File: src/rtl/cyclic_dosing_timer_core_macros.svh
// Assertion macros for the cyclic dosing timer core.
// Depends on nothing; included by the files that carry assertions.
`ifndef CYCLIC_DOSING_TIMER_CORE_MACROS_SVH
`define CYCLIC_DOSING_TIMER_CORE_MACROS_SVH

// Same-cycle implication, disabled while reset is asserted.
`define CDT_ASSERT_IMP(label, clk, rst_n, ante, cons, msg) \
  label: assert property (@(posedge clk) disable iff (!rst_n) (ante) |-> (cons)) \
    else $error(msg);

// Next-cycle implication, disabled while reset is asserted.
`define CDT_ASSERT_NXT(label, clk, rst_n, ante, cons, msg) \
  label: assert property (@(posedge clk) disable iff (!rst_n) (ante) |=> (cons)) \
    else $error(msg);

`endif

File: src/rtl/cdt_pkg.sv
// Shared types and constants of the cyclic dosing timer core.
// Depends on nothing; used by the interfaces and all modules.
package cdt_pkg;

  localparam int unsigned BATCH_W = 20;
  localparam int unsigned SEC_W   = 16;
  localparam int unsigned VOL_W   = 30;
  localparam int unsigned ALU_W   = VOL_W + 1;
  localparam int unsigned STAT_W  = 2;

  localparam int unsigned CFG_IDX_W  = 3;
  localparam int unsigned CFG_DATA_W = BATCH_W;

  localparam int unsigned MILLI_PER_LITRE = 1000;

  // Configuration register indexes.
  localparam logic [CFG_IDX_W-1:0] CFG_BATCH_VOLUME   = 3'd0;
  localparam logic [CFG_IDX_W-1:0] CFG_VOLUME_LITRES  = 3'd1;
  localparam logic [CFG_IDX_W-1:0] CFG_DOSE_SECONDS   = 3'd2;
  localparam logic [CFG_IDX_W-1:0] CFG_CYCLE_SECONDS  = 3'd3;
  localparam logic [CFG_IDX_W-1:0] CFG_START_DELAY    = 3'd4;

  // Pump status codes.
  localparam logic [STAT_W-1:0] PUMP_OFF  = 2'd0;
  localparam logic [STAT_W-1:0] PUMP_ON   = 2'd1;
  localparam logic [STAT_W-1:0] PUMP_WAIT = 2'd2;

  typedef struct packed {
    logic [BATCH_W-1:0] batch_volume;
    logic               volume_in_litres;
    logic [SEC_W-1:0]   dose_seconds;
    logic [SEC_W-1:0]   cycle_seconds;
    logic [SEC_W-1:0]   start_delay_seconds;
  } cfg_t;

  typedef enum logic [1:0] {
    ST_IDLE,
    ST_CALC,
    ST_OUT
  } top_state_e;

  typedef enum logic [1:0] {
    AR_IDLE,
    AR_DIV,
    AR_MUL,
    AR_SUB
  } arith_state_e;

  // Batch volume converted to millilitres.
  function automatic logic [VOL_W-1:0] batch_ml(input cfg_t cfg);
    logic [VOL_W-1:0] base;
    base = VOL_W'(cfg.batch_volume);
    if (cfg.volume_in_litres) begin
      batch_ml = base * VOL_W'(MILLI_PER_LITRE);
    end else begin
      batch_ml = base;
    end
  endfunction

endpackage

File: src/rtl/cdt_if.sv
// Valid/ready channel interfaces of the cyclic dosing timer core.
// Depends on cdt_pkg for field widths.
interface cdt_item_if;
  logic                      valid;
  logic                      ready;
  logic                      mode_cyclic;
  logic                      pump_enabled;
  logic                      remote_allows_run;
  logic [cdt_pkg::STAT_W-1:0] pump_status_in;

  modport source (output valid, output mode_cyclic, output pump_enabled,
                  output remote_allows_run, output pump_status_in, input ready);
  modport sink   (input valid, input mode_cyclic, input pump_enabled,
                  input remote_allows_run, input pump_status_in, output ready);
endinterface

interface cdt_result_if;
  logic                       valid;
  logic                       ready;
  logic                       signal_wait;
  logic                       signal_run;
  logic [cdt_pkg::STAT_W-1:0] pump_status_out;
  logic                       dosing_started;
  logic [cdt_pkg::VOL_W-1:0]  volume_left_ml;
  logic [cdt_pkg::SEC_W-1:0]  cycle_seconds_left;

  modport source (output valid, output signal_wait, output signal_run,
                  output pump_status_out, output dosing_started,
                  output volume_left_ml, output cycle_seconds_left, input ready);
  modport sink   (input valid, input signal_wait, input signal_run,
                  input pump_status_out, input dosing_started,
                  input volume_left_ml, input cycle_seconds_left, output ready);
endinterface

interface cdt_cfg_if;
  logic                           valid;
  logic                           ready;
  logic [cdt_pkg::CFG_IDX_W-1:0]  index;
  logic [cdt_pkg::CFG_DATA_W-1:0] data;

  modport source (output valid, output index, output data, input ready);
  modport sink   (input valid, input index, input data, output ready);
endinterface

File: src/rtl/cdt_cfg_regs.sv
// Configuration register file of the cyclic dosing timer core.
// Depends on cdt_pkg and cdt_cfg_if.
module cdt_cfg_regs (
  input  logic          clk_i,
  input  logic          rst_ni,
  cdt_cfg_if.sink       cfg_i,
  output cdt_pkg::cfg_t cfg_o
);

  cdt_pkg::cfg_t cfg_q, cfg_d;

  assign cfg_i.ready = 1'b1;
  assign cfg_o       = cfg_q;

  always_comb begin
    cfg_d = cfg_q;
    if (cfg_i.valid) begin
      case (cfg_i.index)
        cdt_pkg::CFG_BATCH_VOLUME: begin
          cfg_d.batch_volume = cfg_i.data[cdt_pkg::BATCH_W-1:0];
        end
        cdt_pkg::CFG_VOLUME_LITRES: begin
          cfg_d.volume_in_litres = cfg_i.data[0];
        end
        cdt_pkg::CFG_DOSE_SECONDS: begin
          cfg_d.dose_seconds = cfg_i.data[cdt_pkg::SEC_W-1:0];
        end
        cdt_pkg::CFG_CYCLE_SECONDS: begin
          cfg_d.cycle_seconds = cfg_i.data[cdt_pkg::SEC_W-1:0];
        end
        cdt_pkg::CFG_START_DELAY: begin
          cfg_d.start_delay_seconds = cfg_i.data[cdt_pkg::SEC_W-1:0];
        end
        default: begin
          cfg_d = cfg_q;
        end
      endcase
    end
  end

  always_ff @(posedge clk_i or negedge rst_ni) begin
    if (!rst_ni) begin
      cfg_q.batch_volume        <= '0;
      cfg_q.volume_in_litres    <= 1'b0;
      cfg_q.dose_seconds        <= cdt_pkg::SEC_W'(1);
      cfg_q.cycle_seconds       <= '0;
      cfg_q.start_delay_seconds <= '0;
    end else begin
      cfg_q <= cfg_d;
    end
  end

endmodule

File: src/rtl/cdt_arith.sv
// Iterative remaining-volume unit: restoring divide, shift-add multiply and a
// final floored subtract, all on one shared adder. Depends on cdt_pkg.
module cdt_arith #(
  parameter int unsigned COUNT_BITS = 16
) (
  input  logic                        clk_i,
  input  logic                        rst_ni,
  input  logic                        start_i,
  input  logic [cdt_pkg::VOL_W-1:0]   vol_i,
  input  logic [cdt_pkg::SEC_W-1:0]   div_i,
  input  logic [COUNT_BITS-1:0]       count_i,
  output logic                        done_o,
  output logic [cdt_pkg::VOL_W-1:0]   vol_left_o
);

  localparam int unsigned CW        = COUNT_BITS;
  localparam int unsigned VW        = cdt_pkg::VOL_W;
  localparam int unsigned SW        = cdt_pkg::SEC_W;
  localparam int unsigned AW        = cdt_pkg::ALU_W;
  localparam int unsigned PROD_W    = AW + CW;
  localparam int unsigned STEPS_MAX = (VW > CW) ? VW : CW;
  localparam int unsigned STEP_W    = $clog2(STEPS_MAX);

  cdt_pkg::arith_state_e state_q, state_d;
  logic [STEP_W-1:0]     cnt_q, cnt_d;
  logic [SW-1:0]         rem_q, rem_d;
  logic [VW-1:0]         quo_q, quo_d;
  logic [PROD_W-1:0]     prod_q, prod_d;

  // Shared adder/subtractor.
  logic [AW-1:0] op_a, op_b;
  logic          op_sub;
  logic [AW:0]   sum;
  logic          carry;

  logic [SW:0]   trial;
  logic [AW-1:0] hi_next;

  assign sum   = {1'b0, op_a} + {1'b0, op_b ^ {AW{op_sub}}} + {{AW{1'b0}}, op_sub};
  assign carry = sum[AW];
  assign trial = {rem_q, quo_q[VW-1]};

  always_comb begin
    op_a   = '0;
    op_b   = '0;
    op_sub = 1'b0;
    case (state_q)
      cdt_pkg::AR_DIV: begin
        op_a   = AW'(trial);
        op_b   = AW'(div_i);
        op_sub = 1'b1;
      end
      cdt_pkg::AR_MUL: begin
        op_a   = prod_q[PROD_W-1:CW];
        op_b   = AW'(quo_q);
        op_sub = 1'b0;
      end
      cdt_pkg::AR_SUB: begin
        op_a   = AW'(vol_i);
        op_b   = AW'(prod_q[VW-1:0]);
        op_sub = 1'b1;
      end
      default: begin
        op_sub = 1'b0;
      end
    endcase
  end

  always_comb begin
    state_d = state_q;
    cnt_d   = cnt_q;
    rem_d   = rem_q;
    quo_d   = quo_q;
    prod_d  = prod_q;
    hi_next = prod_q[0] ? sum[AW-1:0] : prod_q[PROD_W-1:CW];
    case (state_q)
      cdt_pkg::AR_IDLE: begin
        if (start_i) begin
          rem_d   = '0;
          quo_d   = vol_i;
          prod_d  = {{AW{1'b0}}, count_i};
          cnt_d   = STEP_W'(VW - 1);
          state_d = cdt_pkg::AR_DIV;
        end
      end
      cdt_pkg::AR_DIV: begin
        rem_d = carry ? sum[SW-1:0] : trial[SW-1:0];
        quo_d = {quo_q[VW-2:0], carry};
        if (cnt_q == '0) begin
          cnt_d   = STEP_W'(CW - 1);
          state_d = cdt_pkg::AR_MUL;
        end else begin
          cnt_d = cnt_q - STEP_W'(1);
        end
      end
      cdt_pkg::AR_MUL: begin
        prod_d = {1'b0, hi_next, prod_q[CW-1:1]};
        if (cnt_q == '0) begin
          state_d = cdt_pkg::AR_SUB;
        end else begin
          cnt_d = cnt_q - STEP_W'(1);
        end
      end
      cdt_pkg::AR_SUB: begin
        state_d = cdt_pkg::AR_IDLE;
      end
      default: begin
        state_d = cdt_pkg::AR_IDLE;
      end
    endcase
  end

  // The used volume only counts when it lies below the batch volume.
  assign done_o     = (state_q == cdt_pkg::AR_SUB);
  assign vol_left_o = (carry && (prod_q[PROD_W-1:VW] == '0)) ? sum[VW-1:0] : '0;

  always_ff @(posedge clk_i or negedge rst_ni) begin
    if (!rst_ni) begin
      state_q <= cdt_pkg::AR_IDLE;
      cnt_q   <= '0;
    end else begin
      state_q <= state_d;
      cnt_q   <= cnt_d;
    end
  end

  always_ff @(posedge clk_i) begin
    rem_q  <= rem_d;
    quo_q  <= quo_d;
    prod_q <= prod_d;
  end

endmodule

File: src/rtl/cyclic_dosing_timer_core.sv
// Cyclic dosing timer core: one result transaction per tick transaction.
// A dosing tick runs the bit-serial divide and multiply of cdt_arith before its
// result is loaded; any other tick goes straight to the output register. The next
// tick is accepted in the cycle after a result loads, so no new tick is taken
// while the last one is still in flight.
// rst_ni clears the timer state and output valid and resets the configuration registers.
`include "cyclic_dosing_timer_core_macros.svh"

module cyclic_dosing_timer_core #(
  parameter int unsigned COUNT_BITS = 16
) (
  input  logic         clk_i,
  input  logic         rst_ni,
  cdt_item_if.sink     item_i,
  cdt_result_if.source result_o,
  cdt_cfg_if.sink      cfg_i
);

  localparam int unsigned CW    = COUNT_BITS;
  localparam int unsigned SW    = cdt_pkg::SEC_W;
  localparam int unsigned VW    = cdt_pkg::VOL_W;
  localparam int unsigned CMP_W = (CW > SW) ? CW : SW;

  // Configuration registers.
  cdt_pkg::cfg_t    cfg;
  logic [VW-1:0]    batch_ml;

  cdt_cfg_regs u_cfg_regs (
    .clk_i  (clk_i),
    .rst_ni (rst_ni),
    .cfg_i  (cfg_i),
    .cfg_o  (cfg)
  );

  assign batch_ml = cdt_pkg::batch_ml(cfg);

  // Sequencer state and timer state. The timer state is committed in the
  // accept cycle; only the dosing volume waits for the arithmetic unit.
  cdt_pkg::top_state_e state_q, state_d;

  logic                      started_q, started_d;
  logic [CW-1:0]             delay_q, delay_d;
  logic [CW-1:0]             dose_q, dose_d;
  logic [VW-1:0]             vol_left_q, vol_left_d;
  logic [SW-1:0]             cycle_left_q, cycle_left_d;

  // Per-tick flags that wait for the output register.
  logic                      res_wait_q, res_wait_d;
  logic                      res_run_q, res_run_d;
  logic [cdt_pkg::STAT_W-1:0] res_status_q, res_status_d;

  // Output register.
  logic                      out_valid_q, out_valid_d;
  logic                      out_wait_q, out_run_q, out_started_q;
  logic [cdt_pkg::STAT_W-1:0] out_status_q;
  logic [VW-1:0]             out_vol_q;
  logic [SW-1:0]             out_cycle_q;
  logic                      out_load;

  // Tick evaluation helpers.
  logic                      accept;
  logic                      active;
  logic [CW-1:0]             delay_inc;
  logic [CW-1:0]             dose_inc;
  logic [CW-1:0]             dose_new;
  logic [CMP_W-1:0]          cycle_diff;
  logic                      dosing;
  logic                      arith_start;
  logic                      arith_done;
  logic [VW-1:0]             arith_vol;

  assign accept    = item_i.valid && item_i.ready;
  assign active    = item_i.mode_cyclic && item_i.pump_enabled && item_i.remote_allows_run;
  assign delay_inc = delay_q + CW'(1);
  assign dose_inc  = dose_q + CW'(1);
  // The pump is dosing while the seconds counted in this cycle stay below the
  // dosing time. A dosing time of zero never doses.
  assign dosing    = CMP_W'(dose_inc) < CMP_W'(cfg.dose_seconds);
  // The counter restarts once it reaches the cycle length.
  assign dose_new  = (CMP_W'(dose_inc) >= CMP_W'(cfg.cycle_seconds)) ? '0 : dose_inc;
  assign cycle_diff = CMP_W'(cfg.cycle_seconds) - CMP_W'(dose_new);

  assign arith_start = accept && active && started_q && dosing;

  // The volume still to dose is the batch volume less the whole millilitres
  // per second times the elapsed dosing seconds, floored at zero.
  cdt_arith #(
    .COUNT_BITS (COUNT_BITS)
  ) u_arith (
    .clk_i      (clk_i),
    .rst_ni     (rst_ni),
    .start_i    (arith_start),
    .vol_i      (batch_ml),
    .div_i      (cfg.dose_seconds),
    .count_i    (dose_inc),
    .done_o     (arith_done),
    .vol_left_o (arith_vol)
  );

  assign item_i.ready = (state_q == cdt_pkg::ST_IDLE);
  assign out_load     = (state_q == cdt_pkg::ST_OUT) && (!out_valid_q || result_o.ready);

  always_comb begin
    state_d      = state_q;
    started_d    = started_q;
    delay_d      = delay_q;
    dose_d       = dose_q;
    vol_left_d   = vol_left_q;
    cycle_left_d = cycle_left_q;
    res_wait_d   = res_wait_q;
    res_run_d    = res_run_q;
    res_status_d = res_status_q;
    case (state_q)
      cdt_pkg::ST_IDLE: begin
        if (accept) begin
          res_wait_d   = 1'b0;
          res_run_d    = 1'b0;
          res_status_d = item_i.pump_status_in;
          state_d      = cdt_pkg::ST_OUT;
          if (!active) begin
            // An inactive tick leaves the timer untouched.
            res_run_d = 1'b1;
          end else if (!started_q) begin
            // Start delay: count towards the delay and wind the cycle down.
            res_wait_d = 1'b1;
            if (CMP_W'(delay_inc) >= CMP_W'(cfg.start_delay_seconds)) begin
              started_d = 1'b1;
              delay_d   = '0;
              res_run_d = 1'b1;
            end else begin
              delay_d = delay_inc;
            end
            if (cycle_left_q != '0) begin
              cycle_left_d = cycle_left_q - SW'(1);
            end
          end else begin
            // Cyclic phase: a waiting pump is switched on while dosing, and
            // the full batch is reloaded outside the dosing window.
            if (dosing) begin
              res_run_d = 1'b1;
              if (item_i.pump_status_in == cdt_pkg::PUMP_WAIT) begin
                res_status_d = cdt_pkg::PUMP_ON;
              end
              state_d = cdt_pkg::ST_CALC;
            end else begin
              res_wait_d = 1'b1;
              vol_left_d = batch_ml;
            end
            dose_d = dose_new;
            if (CMP_W'(cfg.cycle_seconds) >= CMP_W'(dose_new)) begin
              cycle_left_d = cycle_diff[SW-1:0];
            end
          end
        end
      end
      cdt_pkg::ST_CALC: begin
        if (arith_done) begin
          vol_left_d = arith_vol;
          state_d    = cdt_pkg::ST_OUT;
        end
      end
      cdt_pkg::ST_OUT: begin
        if (out_load) begin
          state_d = cdt_pkg::ST_IDLE;
        end
      end
      default: begin
        state_d = cdt_pkg::ST_IDLE;
      end
    endcase
  end

  always_comb begin
    out_valid_d = out_valid_q;
    if (out_load) begin
      out_valid_d = 1'b1;
    end else if (result_o.ready) begin
      out_valid_d = 1'b0;
    end
  end

  always_ff @(posedge clk_i or negedge rst_ni) begin
    if (!rst_ni) begin
      state_q      <= cdt_pkg::ST_IDLE;
      started_q    <= 1'b0;
      delay_q      <= '0;
      dose_q       <= '0;
      vol_left_q   <= '0;
      cycle_left_q <= '0;
      out_valid_q  <= 1'b0;
    end else begin
      state_q      <= state_d;
      started_q    <= started_d;
      delay_q      <= delay_d;
      dose_q       <= dose_d;
      vol_left_q   <= vol_left_d;
      cycle_left_q <= cycle_left_d;
      out_valid_q  <= out_valid_d;
    end
  end

  always_ff @(posedge clk_i) begin
    res_wait_q   <= res_wait_d;
    res_run_q    <= res_run_d;
    res_status_q <= res_status_d;
    if (out_load) begin
      out_wait_q    <= res_wait_q;
      out_run_q     <= res_run_q;
      out_status_q  <= res_status_q;
      out_started_q <= started_q;
      out_vol_q     <= vol_left_q;
      out_cycle_q   <= cycle_left_q;
    end
  end

  assign result_o.valid              = out_valid_q;
  assign result_o.signal_wait        = out_wait_q;
  assign result_o.signal_run         = out_run_q;
  assign result_o.pump_status_out    = out_status_q;
  assign result_o.dosing_started     = out_started_q;
  assign result_o.volume_left_ml     = out_vol_q;
  assign result_o.cycle_seconds_left = out_cycle_q;

  // Once dosing has started it stays started until reset.
  `CDT_ASSERT_IMP(a_started_sticky, clk_i, rst_ni, 1'b1, !$fell(started_q), "started flag cleared")
  // The arithmetic unit only finishes while the sequencer waits for it.
  `CDT_ASSERT_IMP(a_done_in_calc, clk_i, rst_ni, arith_done, state_q == cdt_pkg::ST_CALC, "stray arithmetic completion")
  // Every accepted tick moves the sequencer towards a result.
  `CDT_ASSERT_NXT(a_accept_busy, clk_i, rst_ni, accept, state_q != cdt_pkg::ST_IDLE, "tick accepted without result")

endmodule
File: src/flat_wrapper.sv
// flat-port wrapper written by rule: the top's interface ports become plain ports
module cyclic_dosing_timer_core_flat 
#(
  parameter int unsigned COUNT_BITS = 16
)
  (clk_i, rst_ni, item_i_valid, item_i_mode_cyclic, item_i_pump_enabled, item_i_remote_allows_run, item_i_pump_status_in, item_i_ready, result_o_valid, result_o_signal_wait, result_o_signal_run, result_o_pump_status_out, result_o_dosing_started, result_o_volume_left_ml, result_o_cycle_seconds_left, result_o_ready, cfg_i_valid, cfg_i_index, cfg_i_data, cfg_i_ready);
  cdt_item_if item_i_i ();
  cdt_result_if result_o_i ();
  cdt_cfg_if cfg_i_i ();
  input  logic clk_i;
  input  logic rst_ni;
  input wire logic [$bits(item_i_i.valid)-1:0] item_i_valid;
  input wire logic [$bits(item_i_i.mode_cyclic)-1:0] item_i_mode_cyclic;
  input wire logic [$bits(item_i_i.pump_enabled)-1:0] item_i_pump_enabled;
  input wire logic [$bits(item_i_i.remote_allows_run)-1:0] item_i_remote_allows_run;
  input wire logic [$bits(item_i_i.pump_status_in)-1:0] item_i_pump_status_in;
  output wire logic [$bits(item_i_i.ready)-1:0] item_i_ready;
  output wire logic [$bits(result_o_i.valid)-1:0] result_o_valid;
  output wire logic [$bits(result_o_i.signal_wait)-1:0] result_o_signal_wait;
  output wire logic [$bits(result_o_i.signal_run)-1:0] result_o_signal_run;
  output wire logic [$bits(result_o_i.pump_status_out)-1:0] result_o_pump_status_out;
  output wire logic [$bits(result_o_i.dosing_started)-1:0] result_o_dosing_started;
  output wire logic [$bits(result_o_i.volume_left_ml)-1:0] result_o_volume_left_ml;
  output wire logic [$bits(result_o_i.cycle_seconds_left)-1:0] result_o_cycle_seconds_left;
  input wire logic [$bits(result_o_i.ready)-1:0] result_o_ready;
  input wire logic [$bits(cfg_i_i.valid)-1:0] cfg_i_valid;
  input wire logic [$bits(cfg_i_i.index)-1:0] cfg_i_index;
  input wire logic [$bits(cfg_i_i.data)-1:0] cfg_i_data;
  output wire logic [$bits(cfg_i_i.ready)-1:0] cfg_i_ready;
  assign item_i_i.valid = item_i_valid;
  assign item_i_i.mode_cyclic = item_i_mode_cyclic;
  assign item_i_i.pump_enabled = item_i_pump_enabled;
  assign item_i_i.remote_allows_run = item_i_remote_allows_run;
  assign item_i_i.pump_status_in = item_i_pump_status_in;
  assign item_i_ready = item_i_i.ready;
  assign result_o_valid = result_o_i.valid;
  assign result_o_signal_wait = result_o_i.signal_wait;
  assign result_o_signal_run = result_o_i.signal_run;
  assign result_o_pump_status_out = result_o_i.pump_status_out;
  assign result_o_dosing_started = result_o_i.dosing_started;
  assign result_o_volume_left_ml = result_o_i.volume_left_ml;
  assign result_o_cycle_seconds_left = result_o_i.cycle_seconds_left;
  assign result_o_i.ready = result_o_ready;
  assign cfg_i_i.valid = cfg_i_valid;
  assign cfg_i_i.index = cfg_i_index;
  assign cfg_i_i.data = cfg_i_data;
  assign cfg_i_ready = cfg_i_i.ready;
  cyclic_dosing_timer_core #(.COUNT_BITS(COUNT_BITS)) u_core (.clk_i(clk_i), .rst_ni(rst_ni), .item_i(item_i_i), .result_o(result_o_i), .cfg_i(cfg_i_i));
endmodule
File: config.mk
export PLATFORM = sky130hd
export DESIGN_NAME = cyclic_dosing_timer_core_flat
export DESIGN_NICKNAME = d
export VERILOG_FILES = /design/src/rtl/cdt_pkg.sv /design/src/rtl/cdt_if.sv /design/src/rtl/cdt_cfg_regs.sv /design/src/rtl/cdt_arith.sv /design/src/rtl/cyclic_dosing_timer_core.sv /design/src/flat_wrapper.sv
export VERILOG_INCLUDE_DIRS = /design/src /design/src/rtl
export SDC_FILE = /design/constraint.sdc
export NUM_CORES = 1
export LEC_CHECK = 0
export BUFFER_PORTS_ARGS = -buffer_cell sky130_fd_sc_hd__buf_2
export CAP_MARGIN = 0
export CORE_UTILIZATION = 63
export CTS_CLUSTER_DIAMETER = 60
export CTS_CLUSTER_SIZE = 14
export DETAILED_ROUTE_END_ITERATION = 8
export HOLD_SLACK_MARGIN = 0.12
export PLACE_DENSITY = 0.81
export SETUP_SLACK_MARGIN = 0.15
export SYNTH_ARGS = -nofsm -noshare
export SYNTH_HDL_FRONTEND = slang
export SYNTH_SLANG_ARGS = --single-unit
File: constraint.sdc
create_clock -name clk_i -period 8.32 [get_ports clk_i]
set_clock_uncertainty 0.1 [all_clocks]
set_input_delay 2.08 -clock clk_i [delete_from_list [all_inputs] [get_ports clk_i]]
set_output_delay 2.08 -clock clk_i [all_outputs]
set_load 0.01 [all_outputs]
Word level (Yosys, flattened, before mapping)
Cells that the tools add are included.

$add $sub $neg: 7. Multipliers: 1. $lt $le $gt $ge: 4. Equality and inequality tests: 21. Multiplexer cells: 51. Bitwise logic cells: 2. Reduce and logical (&&, ||, !) cells: 39.

Operators by type and width (number): two-way mux 30 bit (8); one-hot mux 30 bit (2 select lines) (2); two-way mux 16 bit (7); one-hot mux 47 bit (2 select lines) (1); one-hot mux 31 bit (3 select lines) (1); one-hot mux 30 bit (3 select lines) (1); >= comparator 16 bit (3); two-way mux 47 bit (1); adder 16 x 1 -> 16 bit (second input constant) (2); adder 31 x 31 -> 32 bit (1); adder 32 x 1 -> 32 bit (1); one-hot mux 16 bit (2 select lines) (1); two-way mux 31 bit (1); bitwise XOR 30 x 31 -> 31 bit (1); multiplier 20 x 7 -> 27 bit (second input constant) (1); two-way mux 2 bit (13); logical NOT 17 bit (1); < comparator 16 bit (1); != test 2 bit (second input constant) (8); AND reduction 2 bit (8); nonzero test 16 bit (1); subtractor 16 x 1 -> 16 bit (second input constant) (1); subtractor 16 bit (1); two-way mux 5 bit (3); 25 further kinds (56).

Register bits: 306. Input bits: 33. Logic and storage cells: 151.

Logic depth before layout (Yosys ltp)
Gate-level depths: netlist of the first run.

Word-level depth: 10. Gate-level depth with buffers: 31. Gate-level depth less buffers: 29.

Hierarchy
Synthesis of the first run repeated with hierarchy kept, for this count alone.

Cell total of the unflattened synthesis: 2192. Area, all modules: 21879.7 um^2.

By module, submodules not included: cyclic_dosing_timer_core (times used 1, cells each 1196, area each 11573.6 um^2, sequential area each 3703.6 um^2); cdt_arith (times used 1, cells each 844, area each 7678.6 um^2, sequential area each 2937.8 um^2); cdt_cfg_regs (times used 1, cells each 152, area each 2627.5 um^2, sequential area each 1727.9 um^2).

Worst setup path after synthesis of the first run
OpenSTA, ideal clock, no wires.

Path type: reg2reg. Start: register u_core.u_cfg_regs.cfg_q, in the netlist u_core.u_cfg_regs.cfg_o[51]. End: register u_core.u_arith.rem_q[10] (data pin). Arrival: 6297 ps. Setup slack: 1668 ps. Stages on the path, launching flop included: 27. Cell sequence: dfrtp_1 inv_1 fa_1 fa_1 fa_1 fa_1 inv_1 ha_1 o2111a_1 a21oi_1 o21ai_0 a21oi_1 a21oi_1 a221oi_1 mux2_2 o2bb2a_1 nor2_1 ha_1 clkbuf_1 a21o_1 a21o_1 a21oi_1 nor2_1 a21oi_4 buf_4 mux2i_1 nor2b_1.

Longest elaborated chain between the ends: 7.

Ends and longest elaborated chain: start: declaration (RTL line cdt_cfg_regs.sv:10) `cdt_pkg::cfg_t cfg_q, cfg_d;`; start signal: assignment (RTL line cdt_cfg_regs.sv:49) `cfg_q <= cfg_d;`; multiplier 20 x 7 -> 27 bit (RTL line cdt_pkg.sv:54) `batch_ml = base * VOL_W'(MILLI_PER_LITRE);`; two-way mux 30 bit * (RTL line cdt_pkg.sv:53) `if (cfg.volume_in_litres) begin`; one-hot mux 31 bit (3 select lines) * (RTL line cdt_arith.sv:47) `case (state_q)`; adder 31 x 31 -> 32 bit * (RTL line cdt_arith.sv:39) `assign sum = {1'b0, op_a} + {1'b0, op_b ^ {AW{op_sub}}} + {{AW{1'b0}}, op_sub};`; adder 32 x 1 -> 32 bit * (RTL line cdt_arith.sv:39); two-way mux 16 bit * (RTL line cdt_arith.sv:87) `rem_d = carry ? sum[SW-1:0] : trial[SW-1:0];`; one-hot mux 16 bit (2 select lines) * (RTL line cdt_arith.sv:76) `case (state_q)`; end signal: assignment (RTL line cdt_arith.sv:128) `rem_q <= rem_d;`; end: declaration (RTL line cdt_arith.sv:26) `logic [SW-1:0] rem_q, rem_d;`.

Mark *: on every way between the ends. The rest lies on a longest branch, timed or not. A chain may end at the register's enable or synchronous reset.

Worst setup path after layout of the first run
Start: register u_core.u_cfg_regs.cfg_q, in the netlist u_core.u_cfg_regs.cfg_o[51]. End: register u_core.vol_left_q[4].

Longest elaborated chain between the ends: 9.

Ends and longest elaborated chain: multiplier 20 x 7 -> 27 bit (RTL line cdt_pkg.sv:54); two-way mux 30 bit * (RTL line cdt_pkg.sv:53); one-hot mux 31 bit (3 select lines) * (RTL line cdt_arith.sv:47); adder 31 x 31 -> 32 bit * (RTL line cdt_arith.sv:39); adder 32 x 1 -> 32 bit * (RTL line cdt_arith.sv:39); logical AND 1 bit (RTL line cdt_arith.sv:115) `assign vol_left_o = (carry && (prod_q[PROD_W-1:VW] == '0)) ? sum[VW-1:0] : '0;`; two-way mux 30 bit * (RTL line cdt_arith.sv:115); two-way mux 30 bit * (RTL line cyclic_dosing_timer_core.sv:157) `if (arith_done) begin`; one-hot mux 30 bit (2 select lines) * (RTL line cyclic_dosing_timer_core.sv:113) `case (state_q)`; end signal: assignment (RTL line cyclic_dosing_timer_core.sv:196) `vol_left_q <= vol_left_d;`; end: declaration (RTL line cyclic_dosing_timer_core.sv:44) `logic [VW-1:0] vol_left_q, vol_left_d;`.

Mark *: on every way between the ends. The rest lies on a longest branch, timed or not. The select of a mux whose other input is x is not followed.

==> metrics.md, run 1 <==
| Metric | Value |
|---|---|
| Outcome | `finished clean` |
| Crit-path slowest cell | `fa_1` |
| CP Class | `register to register` |
| Wl on met1 | `21,640 um` |
| Synth area leaders | `edfxtp_1 (21%), dfrtp_1 (18%), ha_1 (9.4%)` |
| Drt first pass iters | `8` |
| Fillers | `2,550` |
| Die width | `185.9 um` |
| Ant diodes | `0` |
| Post-DP HPWL | `40,450 um` |
| Net Count, Synth | `2,481` |
| Global route overflow | `0` |
| Most frequent cell after synthesis | `nand2_1` |
| Final setup viols | `0` |
| Initial core utilization | `64.84%` |
| Vias | `17.04k` |
| # rows | `66` |
| Ys Warns | `0` |
| Critical path startpoint category | `register` |
| Reg-to-Reg Start | `u_core.u_cfg_regs.cfg_o[51]` |
| Remaining antenna violation count | `0` |
| Crit path largest cell delay | `0.54 ns` |
| IO Pins | `87` |
| 1st-iter DRT viols | `1,522` |
| Clock tree buffer depth | `3` |
| Clk_lat worst skew | `0.58 ns` |
| Drt drc | `0` |
| Core ar. | `32,870 sq um` |
| Post-Layout Cell Count | `2,726` |
| Vias/cell | `6.251` |
| Ys flop type | `dfrtp_1` |
| Number of synthesized register bits | `305` |
| WL per Instance | `20.32 um` |
| Ys async rst share | `51.80%` |
| Placed insts | `2,670` |
| CTS Buf Count | `30` |
| Slew Limit Headroom | `17.01%` |
| Largest net degree at the start of global routing | `91` |
| Syn Area/Cell | `9.616 sq um` |
| Hold_sp | `u_core.res_run_q` |
| Port bufs | `85` |
| # H-tree levels | `1` |
| Most frequent cells after synthesis | `nand2_1 (257), inv_1 (194), o21ai_0 (177)` |
| Fin nets | `2,525` |
| Distinct cells, synth | `79` |
| GP Congestion | `1.065` |
| Synth-to-Final Area Change | `8.320%` |
| Final hold violation count | `0` |
| Global Route Usage Sum | `32.96%` |
| Max Used Layer | `met4` |
| Root Driver | `clkbuf_16` |
| Crit. End Element | `register` |
| Top cell type's share of synthesized area | `20.72%` |
| Worst Path Max Fanout | `22` |
| Vias in the first global route | `16.93k` |
| Layout cell share with drive strength beyond 1 | `10.86%` |
| Maxcap violations | `0` |
| RSZ-0062 raised after global routing | `false` |
| Hold crit path type | `register to register` |
| Netlist Area Pre-Place | `21,310 sq um` |
| Initial antenna violation count | `0` |
| Die Area | `34,560 sq um` |
| Clock-pin slew on the worst setup and hold paths | `0.07 ns` |
| Clk sinks | `305` |
| Setup TNS | `0 ns` |
| WL met3 | `3178 um` |
| Period minus WS final | `7.459 ns` |
| Worst Setup SP | `u_core.u_cfg_regs.cfg_o[51]` |
| Syn Inst Count | `2,216` |
| Critical path's top delay family | `compound AO/OA/AOI/OAI gates` |
| Area leader, netlist | `edfxtp_1` |
| Measured slew at the worst slew-check pin | `1.245 ns` |
| Seq/Total Area, Yosys | `39.28%` |
| Critical path arrival | `7.83 ns` |
| TritonCTS clock tree | `built` |
| Slew Limit Fails | `0` |
| Chip Height | `185.9 um` |
| Placed cell areas | `22,150 sq um` |
| Detailed-route wire length | `55,390 um` |
| Worst endpoint required time | `8.69 ns` |
| EDFF count, synth | `147` |
| Most frequent CP cell | `fa_1` |
| Fmax | `0.1341 GHz` |
| Buf/Inv on CP | `3` |
| First-pass GRT wire length | `88,670 um` |
| Design Area, Final | `23,080 sq um` |
| Met2 WL post-DR | `26,750 um` |
| Crit share post-route | `89.65%` |
## repair_timing
action                                  4_1_cts  5_1_grt
endpoints found under the setup margin        0        1
buffers inserted                              0        0
hold buffers                                  0        0
gates resized for setup                       0        1
## worst register-to-register path, delay by kind of cell (launching register included)
kind,cells,cell delay (ns)
AO/OA/AOI/OAI,14,2.90
XOR/XNOR,1,0.16
adder cells (fa/ha/maj),6,2.70
buffers and inverters,3,0.62
flip-flops,1,0.45
AND/OR/NAND/NOR,4,0.41
## worst paths after layout
| kind | slack (ns) | to | depth (start not counted) |
|---|---|---|---|
| min in group asynchronous | 1.49 | u_core.u_cfg_regs.cfg_o[0] | 1 |
| max in group asynchronous | 5.13 | u_core.u_cfg_regs.cfg_o[21] | 2 |
| worst min register to register | 0.32 | u_core.result_o.signal_run | 0 |
| worst max register to register | 0.86 | u_core.vol_left_q[4] | 28 |
| worst min-delay path | 0.32 | u_core.result_o.signal_run | 0 |
| worst max-delay path | 0.86 | u_core.vol_left_q[4] | 28 |
## cell usage in the layout, fill, tap and decap left out, types with 9 or more instances in the layout
cell type and instances:
nand3_1 36, xnor2_1 45, nand2_1 257, buf_4 30, a21o_1 52, a22oi_1 15
a21oi_1 174, or3_1 16, a222oi_1 16, o21ai_0 176, inv_1 194, nand4_1 19
dfrtp_1 157, a31oi_1 11, clkbuf_1 13, nor4_1 9, buf_2 84, xor2_1 42
and2_1 17, nand2b_1 27, mux2i_1 39, o31ai_1 11, nor2_1 129, fa_1 72
clkbuf_16 30, ha_1 157, edfxtp_1 147, nor2b_1 46, o21a_1 19, nor3_1 20
a22o_1 16, mux2_2 55
## kinds of logic after synthesis
family / count (synthesis) / share of synthesized area, %
buffers and inverters: 297 / 5.361
AOI/OAI and AO/OA: 597 / 17.93
and+or+nand+nor: 603 / 12.94
adders and majority gates: 232 / 16.16
other: 1 / 0.01760
muxes: 94 / 4.738
xor gates and xnor gates: 87 / 3.576
DFF: 305 / 39.28
## per-layer routing
metal	GRT usage, %	vias up
li1	-	7921
met1	39.95	8255
met2	56.54	668
met3	3.913	195
met4	19.57	0
met5	0	-
## flip-flops by register name, indices dropped and copies added (netlist names), 5 cells and up
signal                              cells
u_core.u_arith.quo_q                   30
u_core.result_o.volume_left_ml         30
u_core.result_o.cycle_seconds_left     16
u_core.dose_q                          16
u_core.vol_left_q                      30
u_core.cycle_left_q                    16
u_core.u_cfg_regs.cfg_o                69
u_core.delay_q                         16
u_core.u_arith.rem_q                   16
u_core.u_arith.cnt_q                    5
u_core.u_arith.prod_q                  46
## layout make-up
type | instances | area (sq um) | area share, %
well taps | 442 | 553.0 | 2.396
inverters | 194 | 728.2 | 3.155
repair buffers | 115 | 656.9 | 2.846
multi-input cells | 1614 | 11850 | 51.33
clock inverters | 11 | 98.84 | 0.4282
clock buffers | 45 | 827.0 | 3.583
flip-flops and latches | 305 | 8369 | 36.26
## per-stage QoR
step           hold WS, ns  util, %  setup WS, ns
2_1_floorplan       0.3003        -         1.668
3_3_place_gp        0.3061    67.40        0.9180
3_5_place_dp        0.3066    67.40        0.6624
4_1_cts             0.3222    70.21        0.6354
5_1_grt             0.3323    70.23        0.3325
6_report            0.3205    70.23        0.8608
Power of run 1 is not shown: default switching activity piles up to over one toggle a cycle in this logic, so the estimate is an artifact.
==> inputs of run 2 (changes only) <==
--- a/config.mk
+++ b/config.mk
@@ -13,6 +13,7 @@
 export CTS_CLUSTER_SIZE = 14
 export DETAILED_ROUTE_END_ITERATION = 8
 export HOLD_SLACK_MARGIN = 0.12
+export MAX_ROUTING_LAYER = met4
 export PLACE_DENSITY = 0.81
 export SETUP_SLACK_MARGIN = 0.15
 export SYNTH_ARGS = -nofsm -noshare
==> metrics.md, run 2 (synthesis results as in run 1) <==
| Metric | Value |
|---|---|
| Port bufs | `85 (unchanged)` |
| Sequential Area | `8369 sq um (unchanged)` |
| Period minus WS final | `7.484 ns (+0.02502 ns)` |
| Clock tree buffer depth | `3 (unchanged)` |
| PostCTS Resize Cnt | `0 (unchanged)` |
| Fin nets | `2,526 (+0.040%)` |
| RSZ-0062 raised after global routing | `false` |
| Post-DP HPWL | `40,940 um (+1.2%)` |
| Critical path's top delay family | `compound AO/OA/AOI/OAI gates` |
| Initial antenna violation count | `0 (unchanged)` |
| GP Congestion | `0.9988 (-6.2%)` |
| Worst Path Max Fanout | `22 (unchanged)` |
| Root Driver | `clkbuf_16` |
| Worst Hold Endpoint | `u_core.result_o.pump_status_out[0]` |
| Buf/Inv on CP | `3 (unchanged)` |
| Synth-to-Final Area Change | `8.672%` |
| Commonest cells after routing, fill and taps aside | `nand2_1 (257), inv_1 (194), o21ai_0 (176)` |
| Vias | `16.91k (-0.75%)` |
| Hold crit path type | `register to register` |
| Slew Limit Fails | `0 (unchanged)` |
| Initial core utilization | `64.84% (unchanged)` |
| # rows | `66 (unchanged)` |
| Crit-path slowest cell | `fa_1` |
| Commonest non-fill, non-tap cell in the layout | `nand2_1` |
| Most frequent CP cell | `fa_1` |
| Crit path largest cell delay | `0.54 ns (about the same)` |
| Die width | `185.9 um (unchanged)` |
| Final setup viols | `0 (unchanged)` |
| Core ar. | `32,870 sq um (unchanged)` |
| CTS Buf Count | `30 (unchanged)` |
| Critical path startpoint category | `register` |
| Remaining antenna violation count | `0 (unchanged)` |
| Multi-input combinational cell area | `11,850 sq um (unchanged)` |
| Global route overflow | `0 (unchanged)` |
| Ant diodes | `0 (unchanged)` |
| First-pass GRT wire length | `88,680 um (about the same)` |
| Max reg flops | `69 (unchanged)` |
| Reg-to-Reg Start | `u_core.u_cfg_regs.cfg_o[51]` |
| Chip Height | `185.9 um (unchanged)` |
| Largest net degree at the start of global routing | `101 (+11%)` |
| Slew Limit Headroom | `17.22% (+0.21 points)` |
| Measured slew at the worst slew-check pin | `1.242 ns (-0.003076 ns)` |
| TritonCTS clock tree | `built` |
| CP Class | `register to register` |
| Worst endpoint required time | `8.68 ns (about the same)` |
| Crit share post-route | `89.95% (+0.30 points)` |
| Hold buffer count at cts | `0 (unchanged)` |
| Drt drc | `0 (unchanged)` |
| # H-tree levels | `1 (unchanged)` |
| Crit. End Element | `register` |
| Detailed-route wire length | `55,830 um (+0.78%)` |
| Layout cell share with drive strength beyond 1 | `10.90% (+0.039 points)` |
| WL per Instance | `20.47 um (+0.75%)` |
| IO Pins | `87 (unchanged)` |
| Final hold violation count | `0 (unchanged)` |
| Maxcap violations | `0 (unchanged)` |
| Worst r2r dst | `u_core.vol_left_q[6]` |
| Setup TNS | `0 ns (unchanged)` |
| Outcome | `finished clean` |
| Vias in the first global route | `16.65k (-1.6%)` |
| Drt first pass iters | `7 (-1)` |
| Fmax | `0.1336 GHz (-0.33%)` |
| Die Area | `34,560 sq um (unchanged)` |
| Clk_lat worst skew | `0.59 ns (about the same)` |
| Fillers | `2,524 (-1.0%)` |
| Critical path arrival | `7.85 ns (+0.02 ns)` |
| Post-CTS Setup Bufs | `0 (unchanged)` |
| 1st-iter DRT viols | `1,384 (-9.1%)` |
| Vias/cell | `6.201 (-0.79%)` |
| Global Route Usage Sum | `34.32% (+1.4 points)` |
| Clock-pin slew on the worst setup and hold paths | `0.07 ns (about the same)` |
| Clk sinks | `305 (unchanged)` |
| Hold path depth | `0 (unchanged)` |
| Register-to-Register Setup Slack | `0.84 ns (-0.03 ns)` |
| Hold_sp | `u_core.res_status_q[0]` |
| Worst R2R Path Depth | `28 (unchanged)` |
## run 2: final cells by class
class | instances | area share [%]
clock buffer | 47 | 3.836
clock inverter | 9 | 0.4539
inverter | 194 | 3.145
multi-input combinational | 1614 | 51.17
sequential | 305 | 36.14
tap | 442 | 2.388
timing repair buffer | 116 | 2.869
## run 2: worst max path at each step
stage,from,to,slack (ns),cells after the start
after detailed placement,u_core.u_cfg_regs.cfg_o[51],u_core.vol_left_q[29],0.69,28
after global placement,u_core.u_cfg_regs.cfg_o[51],u_core.vol_left_q[29],0.89,28
after CTS,u_core.u_cfg_regs.cfg_o[51],u_core.vol_left_q[2],0.64,28
final,u_core.u_cfg_regs.cfg_o[51],u_core.vol_left_q[6],0.84,28
after floorplan,u_core.u_cfg_regs.cfg_o[51],u_core.u_arith.rem_q[10],1.67,26
after global routing,u_core.u_cfg_regs.cfg_o[51],u_core.vol_left_q[6],0.31,28
## run 2: through the flow
step                util (%)  hold WS (ns)  worst slack, ns  std cells  area (sq um)
floorplan                  -        0.3003            1.668       2216         21310
global placement       67.42        0.3069           0.8851       2671         22160
detailed placement     67.42        0.3146           0.6871       2671         22160
CTS                    70.44        0.3292           0.6433       2727         23150
global route           70.46        0.3418           0.3062       2727         23160
finish                 70.46        0.3289           0.8358       2727         23160
## run 2: metal layers
metal  GRT usage [%]  part of all wire (%)  wire length, um
met4           19.15                   6.5             3654
met1           40.86                    39            21890
met3           4.148                   5.4             2998
met5               -                     0                0
met2           56.75                    49            27290
## run 2: worst reg2reg max path, delay by kind of cell (launching register included)
family | cells | cell delay [ns]
AOI/OAI and AO/OA | 14 | 2.92
xor gates and xnor gates | 1 | 0.16
DFF | 1 | 0.43
and+or+nand+nor | 4 | 0.42
adders and majority gates | 6 | 2.70
buffers and inverters | 3 | 0.62
Power of run 2 is left out for the same reason.
